$ cat src/sv/mt_pkg.sv
// mt_pkg: shared types, constants and control structs for the mt19937 random source
// no dependencies
`timescale 1ns / 1ps
package mt_pkg;

    localparam int unsigned STATE_WORDS_DEF   = 624;
    localparam int unsigned MIDDLE_OFFSET_DEF = 397;
    localparam int unsigned KEY_WORDS_DEF     = 1;

    localparam logic [31:0] INIT_MULT    = 32'd1812433253;
    localparam logic [31:0] INIT_SEED    = 32'd19650218;
    localparam logic [31:0] MIX_MULT_A   = 32'd1664525;
    localparam logic [31:0] MIX_MULT_B   = 32'd1566083941;
    localparam logic [31:0] TWIST_MATRIX = 32'h9908b0df;
    localparam logic [31:0] HIGH_BIT     = 32'h80000000;
    localparam logic [31:0] LOW_BITS     = 32'h7fffffff;
    localparam logic [31:0] TEMPER_B     = 32'h9d2c5680;
    localparam logic [31:0] TEMPER_C     = 32'hefc60000;

    typedef enum logic [2:0] {
        OP_RESEED = 3'd0,
        OP_WORD32 = 3'd1,
        OP_TOPK   = 3'd2,
        OP_BIT    = 3'd3,
        OP_V53    = 3'd4,
        OP_BERN   = 3'd5
    } t_opcode;

    // datapath micro-operations
    typedef enum logic [3:0] {
        DP_NOP,
        DP_FILL_RD,    // read word n-1 for linear fill
        DP_FILL_MUL,   // multiply
        DP_FILL_WR,    // write word n
        DP_MIX_RD,     // read words i-1 and i
        DP_MIX_MUL,
        DP_MIX_WR,     // write word i
        DP_FIX0_RD,    // read last word
        DP_FIX0_WR,    // copy into word 0
        DP_HIGH_WR,    // word 0 := high bit
        DP_TW_RD,      // read n+1 and n+m, word n carried over
        DP_TW_WR,
        DP_WORD_RD,    // read word at index
        DP_WORD_TMP    // temper and latch
    } t_dp_op;

    typedef struct packed {
        t_dp_op     op;
        logic       mix_b;     // second mixing pass
        logic       clr_idx;   // read index back to 0 after twist
        logic       set_full;  // read index := state words
        logic       save_a;    // keep tempered word as first half
        logic [1:0] res_sel;   // 0 hold (cleared on load), 1 word/topk, 2 bit, 3 v53/bern
    } t_dp_cmd;

    typedef struct packed {
        logic ctr_last;   // loop counter on its final count
        logic idx_full;   // read index reached state words
        logic bit_rej;    // 2-bit draw was 2 or 3
        logic k_zero;     // effective bit count is zero
    } t_dp_sts;

    typedef enum logic [4:0] {
        S_IDLE, S_F_RD, S_F_MUL, S_F_WR,
        S_A_RD, S_A_MUL, S_A_WR, S_A_FX_RD, S_A_FX_WR,
        S_B_RD, S_B_MUL, S_B_WR, S_B_FX_RD, S_B_FX_WR, S_HIGH,
        S_CHK, S_T_RD, S_T_WR, S_W_RD, S_W_TMP, S_DONE, S_OUT
    } t_state;

endpackage

$ cat src/sv/mt_ctrl.sv
// mt_ctrl: request sequencer for seeding, twisting and draws
// depends on mt_pkg
`timescale 1ns / 1ps
module mt_ctrl (
    input  logic            i_clk,
    input  logic            i_rst_n,
    input  logic            i_in_valid,
    output logic            o_in_stall,
    input  logic [2:0]      i_opcode,
    input  logic [5:0]      i_bit_count,
    output logic            o_out_valid,
    input  logic            i_out_stall,
    input  mt_pkg::t_dp_sts i_sts,
    output mt_pkg::t_dp_cmd o_cmd,
    output logic            o_load
);
    import mt_pkg::*;

    t_state r_state, n_state;
    logic [2:0] r_op, n_op;
    logic r_seeded, n_seeded, r_half, n_half, r_ov, n_ov;
    logic acc;

    assign o_in_stall = (r_state != S_IDLE) || (r_ov && i_out_stall);
    assign acc = i_in_valid && !o_in_stall;
    assign o_load = acc;
    assign o_out_valid = r_ov;

    always_ff @(posedge i_clk) begin
        if (!i_rst_n) begin
            r_state <= S_IDLE;
            r_op <= '0;
            r_seeded <= 1'b0;
            r_half <= 1'b0;
            r_ov <= 1'b0;
        end else begin
            r_state <= n_state;
            r_op <= n_op;
            r_seeded <= n_seeded;
            r_half <= n_half;
            r_ov <= n_ov;
        end
    end

    always_comb begin
        n_state = r_state;
        n_op = r_op;
        n_seeded = r_seeded;
        n_half = r_half;
        n_ov = r_ov && i_out_stall;
        o_cmd = '0;
        o_cmd.op = DP_NOP;
        case (r_state)
            S_IDLE: if (acc) begin
                n_op = i_opcode;
                n_half = 1'b0;
                if (i_opcode == OP_RESEED) n_state = S_F_WR;
                else if (i_opcode > OP_BERN) n_state = S_OUT;
                else if (i_opcode == OP_TOPK && i_bit_count == 6'd0)
                    n_state = r_seeded ? S_OUT : S_F_WR;
                else n_state = r_seeded ? S_CHK : S_F_WR;
            end
            S_F_RD: begin o_cmd.op = DP_FILL_RD; n_state = S_F_MUL; end
            S_F_MUL: begin o_cmd.op = DP_FILL_MUL; n_state = S_F_WR; end
            S_F_WR: begin
                o_cmd.op = DP_FILL_WR;
                n_state = i_sts.ctr_last ? S_A_RD : S_F_RD;
            end
            S_A_RD: begin o_cmd.op = DP_MIX_RD; n_state = S_A_MUL; end
            S_A_MUL: begin o_cmd.op = DP_MIX_MUL; n_state = S_A_WR; end
            S_A_WR: begin
                o_cmd.op = DP_MIX_WR;
                if (r_half) begin
                    n_state = S_B_RD;
                    n_half = 1'b0;
                end else n_state = i_sts.ctr_last ? S_A_FX_RD : S_A_RD;
            end
            S_A_FX_RD: begin o_cmd.op = DP_FIX0_RD; n_state = S_A_FX_WR; end
            S_A_FX_WR: begin
                o_cmd.op = DP_FIX0_WR;
                // key pass covers 624 steps: one more after wrap
                n_state = S_A_RD;
                n_half = 1'b1;
            end
            S_B_RD: begin o_cmd.op = DP_MIX_RD; o_cmd.mix_b = 1'b1; n_state = S_B_MUL; end
            S_B_MUL: begin o_cmd.op = DP_MIX_MUL; o_cmd.mix_b = 1'b1; n_state = S_B_WR; end
            S_B_WR: begin
                o_cmd.op = DP_MIX_WR;
                o_cmd.mix_b = 1'b1;
                if (r_half) n_state = S_HIGH;
                else n_state = i_sts.ctr_last ? S_B_FX_RD : S_B_RD;
            end
            S_B_FX_RD: begin o_cmd.op = DP_FIX0_RD; n_state = S_B_FX_WR; end
            S_B_FX_WR: begin
                o_cmd.op = DP_FIX0_WR;
                n_state = S_B_RD;
                n_half = 1'b1;
            end
            S_HIGH: begin
                o_cmd.op = DP_HIGH_WR;
                o_cmd.set_full = 1'b1;
                n_seeded = 1'b1;
                n_half = 1'b0;
                if (r_op == OP_RESEED || (r_op == OP_TOPK && i_sts.k_zero)) n_state = S_DONE;
                else n_state = S_CHK;
            end
            S_CHK: n_state = i_sts.idx_full ? S_T_RD : S_W_RD;
            S_T_RD: begin o_cmd.op = DP_TW_RD; n_state = S_T_WR; end
            S_T_WR: begin
                o_cmd.op = DP_TW_WR;
                if (i_sts.ctr_last) begin
                    o_cmd.clr_idx = 1'b1;
                    n_state = S_W_RD;
                end else n_state = S_T_RD;
            end
            S_W_RD: begin o_cmd.op = DP_WORD_RD; n_state = S_W_TMP; end
            S_W_TMP: begin o_cmd.op = DP_WORD_TMP; n_state = S_DONE; end
            S_DONE: begin
                n_state = S_OUT;
                case (r_op)
                    OP_WORD32: o_cmd.res_sel = 2'd1;
                    OP_TOPK: o_cmd.res_sel = 2'd1;
                    OP_BIT: if (i_sts.bit_rej) n_state = S_CHK;
                            else o_cmd.res_sel = 2'd2;
                    OP_V53, OP_BERN: if (!r_half) begin
                        o_cmd.save_a = 1'b1;
                        n_half = 1'b1;
                        n_state = S_CHK;
                    end else o_cmd.res_sel = 2'd3;
                    default: ;
                endcase
            end
            S_OUT: if (!(r_ov && i_out_stall)) begin
                n_ov = 1'b1;
                n_state = S_IDLE;
            end
            default: n_state = S_IDLE;
        endcase
    end

endmodule

$ cat config.mk
export PLATFORM = sky130hd
export DESIGN_NAME = mt_ctrl
export DESIGN_NICKNAME = d
export VERILOG_FILES = /design/src/sv/mt_pkg.sv /design/src/sv/mt_ctrl.sv
export SDC_FILE = /design/constraint.sdc
export NUM_CORES = 1
export LEC_CHECK = 0
export BUFFER_PORTS_ARGS = -buffer_cell sky130_fd_sc_hd__buf_2
export CORE_UTILIZATION = 40
export CTS_CLUSTER_DIAMETER = 120
export DETAILED_ROUTE_END_ITERATION = 7
export GPL_TIMING_DRIVEN = 1
export SLEW_MARGIN = 25
export SYNTH_ARGS = -nofsm -noshare
export SYNTH_HDL_FRONTEND = slang
export SYNTH_SLANG_ARGS = --single-unit
export TNS_END_PERCENT = 1
$ cat constraint.sdc
create_clock -name i_clk -period 1.9 [get_ports i_clk]
set_input_delay 0.095 -clock i_clk [delete_from_list [all_inputs] [get_ports i_clk]]
set_output_delay 0.095 -clock i_clk [all_outputs]
set_load 0.005 [all_outputs]
## Yosys cells after proc, flatten, opt, wreduce, memory -nomap -nowiden

Cells that the tools add are included.

| operators by class | value |
|---|---|
| magnitude comparators | 1 |
| equality and inequality tests | 30 |
| mux-type cells | 34 |
| reduce and logical (&&, ||, !) cells | 25 |

Operators with widths:

| kind | count |
|---|---|
| $pmux W5 S22 | 1 |
| $pmux W4 S13 | 1 |
| $mux W5 | 9 |
| $eq A5 B4 Y1 const B | 8 |
| $eq A5 B5 Y1 const B | 6 |
| $eq A5 B3 Y1 const B | 4 |
| $reduce_or A2 Y1 | 8 |
| $mux W3 | 4 |
| $eq A5 B2 Y1 const B | 2 |
| $mux W2 | 5 |
| $pmux W5 S2 | 1 |
| $eq A3 B2 Y1 const B | 3 |
| $mux W1 | 9 |
| $mux W4 | 2 |
| $eq A3 B3 Y1 const B | 2 |
| $logic_not A3 Y1 | 2 |
| $logic_not A6 Y1 | 1 |
| $ne A2 B2 Y1 const B | 3 |
| $pmux W2 S3 | 1 |
| $eq A5 B1 Y1 const B | 1 |
| $logic_not A5 Y1 | 1 |
| $reduce_bool A5 Y1 | 1 |
| $logic_and A1 B1 Y1 | 4 |
| $pmux W1 S4 | 1 |
| other kinds (8) | 10 |

| storage, ports and cells | value |
|---|---|
| flip-flop bits (word level) | 11 |
| bits of input ports | 17 |
| output and inout port bits | 13 |
| logic and storage cells | 95 |

## Depth between registers and ports, before layout

Gate-level depths: netlist (run 1).

| logic depth | value |
|---|---|
| word-level depth | 7 |
| depth in mapped cells | 7 |

## Least setup slack after synthesis (run 1)

Ideal clock, no wire load.

| timing | value |
|---|---|
| path type | register -> register |
| start point | register r_state[3] |
| end point | register r_state[0] |
| setup time | 130 ps |
| arrival time | 1244 ps |
| required time | 1770 ps |
| path slack | 526 ps |
| stages on the path, launching flop included | 7 |
| path through | dfxtp_1 > buf_6 > nor2_1 > and3_1 > a2bb2oi_2 > o21a_2 > a21boi_2 |

| between the ends | value |
|---|---|
| word-level cells in the longest chain between the ends | 6 |
| elaborated cells between the ends (all ways) | 30 |
| those cells by class | eq/ne (23); mux (1); reduce/logical (6) |

RTL lines:

| element | line | source |
|---|---|---|
| from (decl) | mt_ctrl.sv:19 | `t_state r_state, n_state;` |
| from (signal assigned) | mt_ctrl.sv:37 | `r_state <= n_state;` |
| $reduce_bool A5 Y1 | mt_ctrl.sv:24 | `assign o_in_stall = (r_state != S_IDLE) \|\| (r_ov && i_out_stall);` |
| $logic_or A1 B1 Y1 | mt_ctrl.sv:24 |  |
| $logic_not A1 Y1 | mt_ctrl.sv:25 | `assign acc = i_in_valid && !o_in_stall;` |
| $logic_and A1 B1 Y1 | mt_ctrl.sv:25 |  |
| $ne A2 B2 Y1 (no source line) | -- |  |
| $reduce_and A2 Y1 (no source line) | -- |  |

Parallel ways exist; a longest one is shown, timed or not.
A chain may end at the register's enable or synchronous reset.

## Worst setup path in the final report (run 1)

Ends and elaborated chain as after synthesis.

==> impl_metrics.py, run 1 <==
metrics = {
    "die": {
        "coreArea_um2": 2781,
        "die_area_um2": 3171,
        "io_pins": 30,
        "fp.dieH_um": 56.31,
        "rows": 19,
        "start_util_pct": 42.42,
        "die_w_um": 56.31,
    },
    "cts": {
        "htree_num_levels": 1,
        "cts_resized": 1,
        "clockBufferDepth": 2,
        "clockRootBuffer": "clkbuf_4",
        "clkTransAtPathRegs_ns": 0.07,
        "clock_sinks": 11,
        "cts_setup_buffers": 0,
        "cts_hold_buffers": 0,
        "cts_tree": "built",
        "clkLatencyLatePin_ns": 0.27,
        "cts-buffers-inserted": 3,
    },
    "yosys": {
        "ys_types": 51,
        "yosysTopAreaCellShare_pct": 18.66,
        "ys_ff_latch": 11,
        "synth-edff-count": 0,
        "yosysMostFrequentCell": "nand2_1",
        "synth_top_area_cell": "dfxtp_1",
        "synthTopCellsByCount": "nand2_1, nor2_1, a21oi_1, o21ai_0, dfxtp_1",
        "yosys_most_used_dff": "dfxtp_1",
        "synthesis.nets": 187,
        "synth_cells": 170,
        "synth_area_um2": 1180,
        "async_flop_share_pct": 0,
        "synth_area_leaders": "dfxtp_1, nand2_1, a21oi_1, nor2_1, o21ai_0",
        "ys_seq_area_share_pct": 18.66,
        "ys.warnings.count": 0,
        "syn_area_per_cell_um2": 6.940,
    },
    "sta": {
        "skew_ns": 0.003492,
        "finalCriticalPeriod_ns": 1.718,
        "worstMarginPinSlew_ns": 0.5109,
        "fin_crit_sh_pct": 90.41,
        "hold_viol_final": 0,
        "setup_viol": 0,
        "max_freq_mhz": 582.2,
        "drv_slew": 0,
        "worst_slack_ns": 0.1823,
        "rsz0062_at_grt": "no",
        "setup_tns_ns": 0,
        "relSlewSlack_pct": 65.94,
    },
    "grt": {
        "track_usage_pct": 23.28,
        "grt_pass1_wl_um": 5830,
        "overflow": 0,
        "grt_pass1_vias": 1277,
        "grt_max_degree": 25,
        "antenna_found_initial": 0,
    },
    "layout": {
        "fin_nets": 217,
        "instances_no_fill": 230,
        "regArea_um2": 225.2,
        "multi_input_area_um2": 864.6,
        "diodes": 0,
        "nFillCells": 287,
        "post-route-cell-area_um2": 1384,
        "area_growth_pct": 17.29,
        "layout-drive-gt1-share_pct": 26.63,
    },
    "outcome": {
        "status": "completed",
    },
    "power_and_ir_drop": {
        "p_per_area_nw_per_um2": 1200,
        "ir_worst_vdd_uv": 656.3,
        "power_leakage_nw": 0.5713,
        "total_power_mw": 1.661,
    },
    "flow_run": {
        "maxCapViolations": 0,
    },
    "hold_path": {
        "min_from": "i_opcode[0]",
        "hp-class": "primary input to flip-flop",
    },
    "place": {
        "placed_area_um2": 1350,
        "pre_cts_ws_ns": 0.1313,
        "dpl.cell_count": 226,
        "port_buffers": 29,
        "dpl.hpwl_um": 2530,
        "place_congestion": 0.9009,
    },
    "setup_path": {
        "rr_startpoint": "r_state[3]",
        "crit_fanout": 10,
        "crit_arrival_ns": 1.86,
        "crit_start": "r_state[3]",
        "cp.required_ns": 2.04,
        "path_class": "flip-flop to flip-flop",
        "crit_path_end_kind": "flip-flop",
        "cp-start-kind": "flip-flop",
    },
    "route": {
        "vias": 1370,
        "wire_per_inst_um": 14.58,
        "drt_iter0_markers": 66,
        "drc": 0,
        "antenna_left": 0,
        "drt-pass1-iter-count": 5,
        "via_per_inst": 5.957,
        "drt-total-wl_um": 3354,
    },
}
[state kept, by name, summed over array words and instances (netlist names)]
register / flops
r_seeded: 1
o_out_valid: 1
r_op: 3
r_half: 1
r_state: 5
[stage by stage]
step,util [%],hold slack (ns)
after detailed placement,48.54,0.4150
final,49.75,0.1358
after global placement,48.54,0.3934
after CTS,49.53,0.1281
after floorplan,-,0.2637
after global routing,49.75,0.1417
[path summary, 6_finish.rpt]
check,to,slack [ns],cells past startpoint
worst max-delay path,r_state[0],0.18,6
worst min-delay path,r_op[0],0.14,3
worst max register to register,r_state[0],0.18,6
worst min register to register,r_seeded,0.50,1
[metal layers]
metal / GRT usage [%] / vias up / share of wire (%)
met3: 5.760 / 8 / 8.2
met2: 35.88 / 81 / 47
met1: 31.67 / 611 / 43
li1: - / 670 / -
met4: 8.014 / 0 / 2.0
met5: 0 / - / 0
[cell usage in the layout (no fill, tap or decap), types with 5 or more instances in the layout]
cell type,instances
a21oi_1,13
buf_2,29
buf_4,5
dfxtp_1,9
inv_1,7
nand2_1,18
nand2b_1,5
nor2_1,16
nor2b_1,9
nor3_1,5
o21ai_0,12
[worst max-delay path: stages, from the launching register on]
cell       delay [ns]
dfxtp_1          0.41
buf_4            0.20
nor2_1           0.20
and3_1           0.28
a2bb2oi_2        0.09
o21a_2           0.24
a21boi_2         0.16
[cell type report]
type                    count  area share [%]
clock buffers               4           1.899
inverters                   7           1.899
multi-input cells         142           62.48
flip-flops and latches     11           16.27
well taps                  31           2.803
repair buffers             35           14.65
[where the power goes]
group	leakage (nW)	switching [mW]	internal, mW	total, mW
clock network	0.0150	0.0844	0.0814	0.166
registers	0.0909	0.133	0.287	0.419
logic	0.465	0.602	0.474	1.08
total	0.571	0.819	0.842	1.66
[logic make-up (layout without fill, tap and decap cells)]
logic type / Yosys count / count (layout) / share of synthesized area, %
multiplexers: 4 / 4 / 3.394
AND/OR/NAND/NOR: 81 / 81 / 37.22
AO/OA/AOI/OAI: 55 / 55 / 30.96
buffers and inverters: 17 / 46 / 8.271
XOR/XNOR: 2 / 2 / 1.485
flip-flops: 11 / 11 / 18.66
No activity file was read; power rests on OpenSTA's default activity.
==> run 2, diff against run 1 <==
--- a/config.mk
+++ b/config.mk
@@ -10,6 +10,7 @@
 export CTS_CLUSTER_DIAMETER = 120
 export DETAILED_ROUTE_END_ITERATION = 7
 export GPL_TIMING_DRIVEN = 1
+export PLACE_DENSITY = 0.65
 export SLEW_MARGIN = 25
 export SYNTH_ARGS = -nofsm -noshare
 export SYNTH_HDL_FRONTEND = slang
==> constraint.sdc (replaced) <==
create_clock -name i_clk -period 1.58 [get_ports i_clk]
set_input_delay 0.079 -clock i_clk [delete_from_list [all_inputs] [get_ports i_clk]]
set_output_delay 0.079 -clock i_clk [all_outputs]
set_load 0.005 [all_outputs]
==> run 2 against run 1 <==
Effect of this change:
- total power increased by 43%
- first-iteration DRC count is 6.1% lower
- critical endpoint is now o_cmd[7]
- critical path type is now flip-flop to output pin
- worst hold slack worse by 0.052 ns
- non-clock buffer count rose by 26
- combinational power grew 57%
- register-to-register slack worse by 0.13 ns
- critical path depth is 1 lower
- sequential share of layout area down 1.7 points
- global-route usage up 3.1 points
- setup slack got worse by 0.15 ns
- design area grew 17%
==> impl_metrics.py, run 2 (synthesized netlist as in run 1, its figures left out) <==
metrics = {
    "route": {
        "antenna_left": 0,
        "drt-pass1-iter-count": 4,
        "vias": 1508,
        "wire_per_inst_um": 16.07,
        "drc": 0,
        "drt-total-wl_um": 4114,
        "drt_iter0_markers": 62,
        "via_per_inst": 5.891,
    },
    "place": {
        "placed_area_um2": 1510,
        "place_congestion": 0.9714,
        "dpl.hpwl_um": 3081,
        "port_buffers": 29,
    },
    "setup_path": {
        "path_class": "flip-flop to output pin",
        "r2r_slack_ns": 0.05,
        "crit_path_end_kind": "output pin",
        "crit_start": "r_state[2]",
        "cp.required_ns": 1.50,
        "cp-start-kind": "flip-flop",
        "endpoint": "o_cmd[7]",
        "rr_startpoint": "r_state[0]",
        "crit_fanout": 7,
        "r2r-end": "r_state[1]",
        "reg2regPathDepth": 6,
        "crit_arrival_ns": 1.47,
    },
    "grt": {
        "grt_max_degree": 14,
        "antenna_found_initial": 0,
        "grt_pass1_vias": 1357,
        "track_usage_pct": 26.43,
        "overflow": 0,
        "grt_pass1_wl_um": 6451,
    },
    "flow_run": {
        "maxCapViolations": 0,
    },
    "layout": {
        "area_growth_pct": 37.65,
        "fin_nets": 243,
        "layout_common_cells": "buf_2, buf_4, nand2_1, nor2_1",
        "largest_reg_flops": 5,
        "regMostFlops": "r_state",
        "post-route-cell-area_um2": 1624,
        "nFillCells": 272,
        "layout-drive-gt1-share_pct": 41.33,
        "top_regs": "r_state x5, r_op x3",
        "diodes": 0,
        "finish.utilization_pct": 58.39,
    },
    "cts": {
        "clockBufferDepth": 2,
        "cts_hold_buffers": 0,
        "cts-buffers-inserted": 3,
        "clkTransAtPathRegs_ns": 0.09,
        "clock_sinks": 11,
        "clkLatencyLatePin_ns": 0.29,
        "clockRootBuffer": "clkbuf_4",
        "cts_tree": "built",
        "htree_num_levels": 1,
    },
    "die": {
        "rows": 19,
        "die_w_um": 56.31,
        "coreArea_um2": 2781,
        "start_util_pct": 42.42,
        "io_pins": 30,
        "fp.dieH_um": 56.31,
        "die_area_um2": 3171,
    },
    "sta": {
        "rsz0062_at_grt": "yes",
        "max_freq_mhz": 645.5,
        "relSlewSlack_pct": 72.89,
        "setup_tns_ns": 0,
        "drv_slew": 0,
        "skew_ns": 0.01127,
        "hold_viol_final": 0,
        "fin_crit_sh_pct": 98.06,
        "worst_hold_slack_ns": 0.08408,
        "setup_viol": 0,
        "worstMarginPinSlew_ns": 0.4067,
        "finalCriticalPeriod_ns": 1.549,
    },
    "power_and_ir_drop": {
        "p_per_area_nw_per_um2": 1466,
        "ir_worst_vdd_uv": 1116,
        "total_power_mw": 2.382,
        "power_leakage_nw": 0.7174,
    },
    "hold_path": {
        "hp-class": "primary input to flip-flop",
        "min_path_cells": 3,
    },
    "outcome": {
        "status": "completed",
    },
}
==> run 2: critical path, stage by stage, from the launching register on <==
cell and delay, ns:
dfxtp_4 0.38, buf_4 0.14, nor2_2 0.18, nand2_1 0.18, o22ai_1 0.18, buf_2 0.13
==> run 2: cell type report <==
type / instances / area (um^2) / share of cell area, %
Multi-Input combinational cell: 142 / 898.4 / 55.32
Timing Repair Buffer: 61 / 396.6 / 24.42
Sequential cell: 11 / 236.5 / 14.56
Tap cell: 31 / 38.79 / 2.388
Inverter: 7 / 26.28 / 1.618
Clock buffer: 3 / 22.52 / 1.387
Clock inverter: 1 / 5.005 / 0.3082
==> run 2: how the worst min path moves through the flow <==
stage,start,end,slack [ns]
5_1_grt,i_rst_n,r_seeded,0.11
3_5_place_dp,i_opcode[0],r_op[0],0.38
6_report,i_opcode[0],r_op[0],0.08
4_1_cts,i_opcode[0],r_op[0],0.08
2_1_floorplan,i_sts[3],o_cmd[4],0.23
3_3_place_gp,i_opcode[0],r_op[0],0.37
==> run 2: through the flow <==
step	setup slack (ns)	cells
after floorplan	0.2058	170
after global placement	0.02219	249
after detailed placement	0.04674	249
after CTS	-0.01664	253
after global routing	-0.01785	256
final	0.03070	256
==> run 2: power breakdown <==
| group | switching [mW] | leakage (nW) | internal, mW |
|---|---|---|---|
| logic | 0.886 | 0.607 | 0.811 |
| clock network | 0.115 | 0.0177 | 0.0942 |
| registers | 0.114 | 0.0929 | 0.362 |
| total | 1.11 | 0.717 | 1.27 |
==> run 2: metal layers <==
layer	vias up	wire, um	GRT usage [%]	share of wire (%)
met2	72	2019	43.88	49
met1	700	1689	32.62	41
met4	0	139	14.98	3.4
met3	12	265	3.687	6.4
li1	724	-	-	-
met5	-	0	0	0
==> run 2: repair_timing <==
| item | CTS | global route |
|---|---|---|
| setup endpoints to repair | 8 | 10 |
| gates resized for setup | 9 | 18 |
| setup buffers | 0 | 3 |
| pin swaps | 0 | 3 |
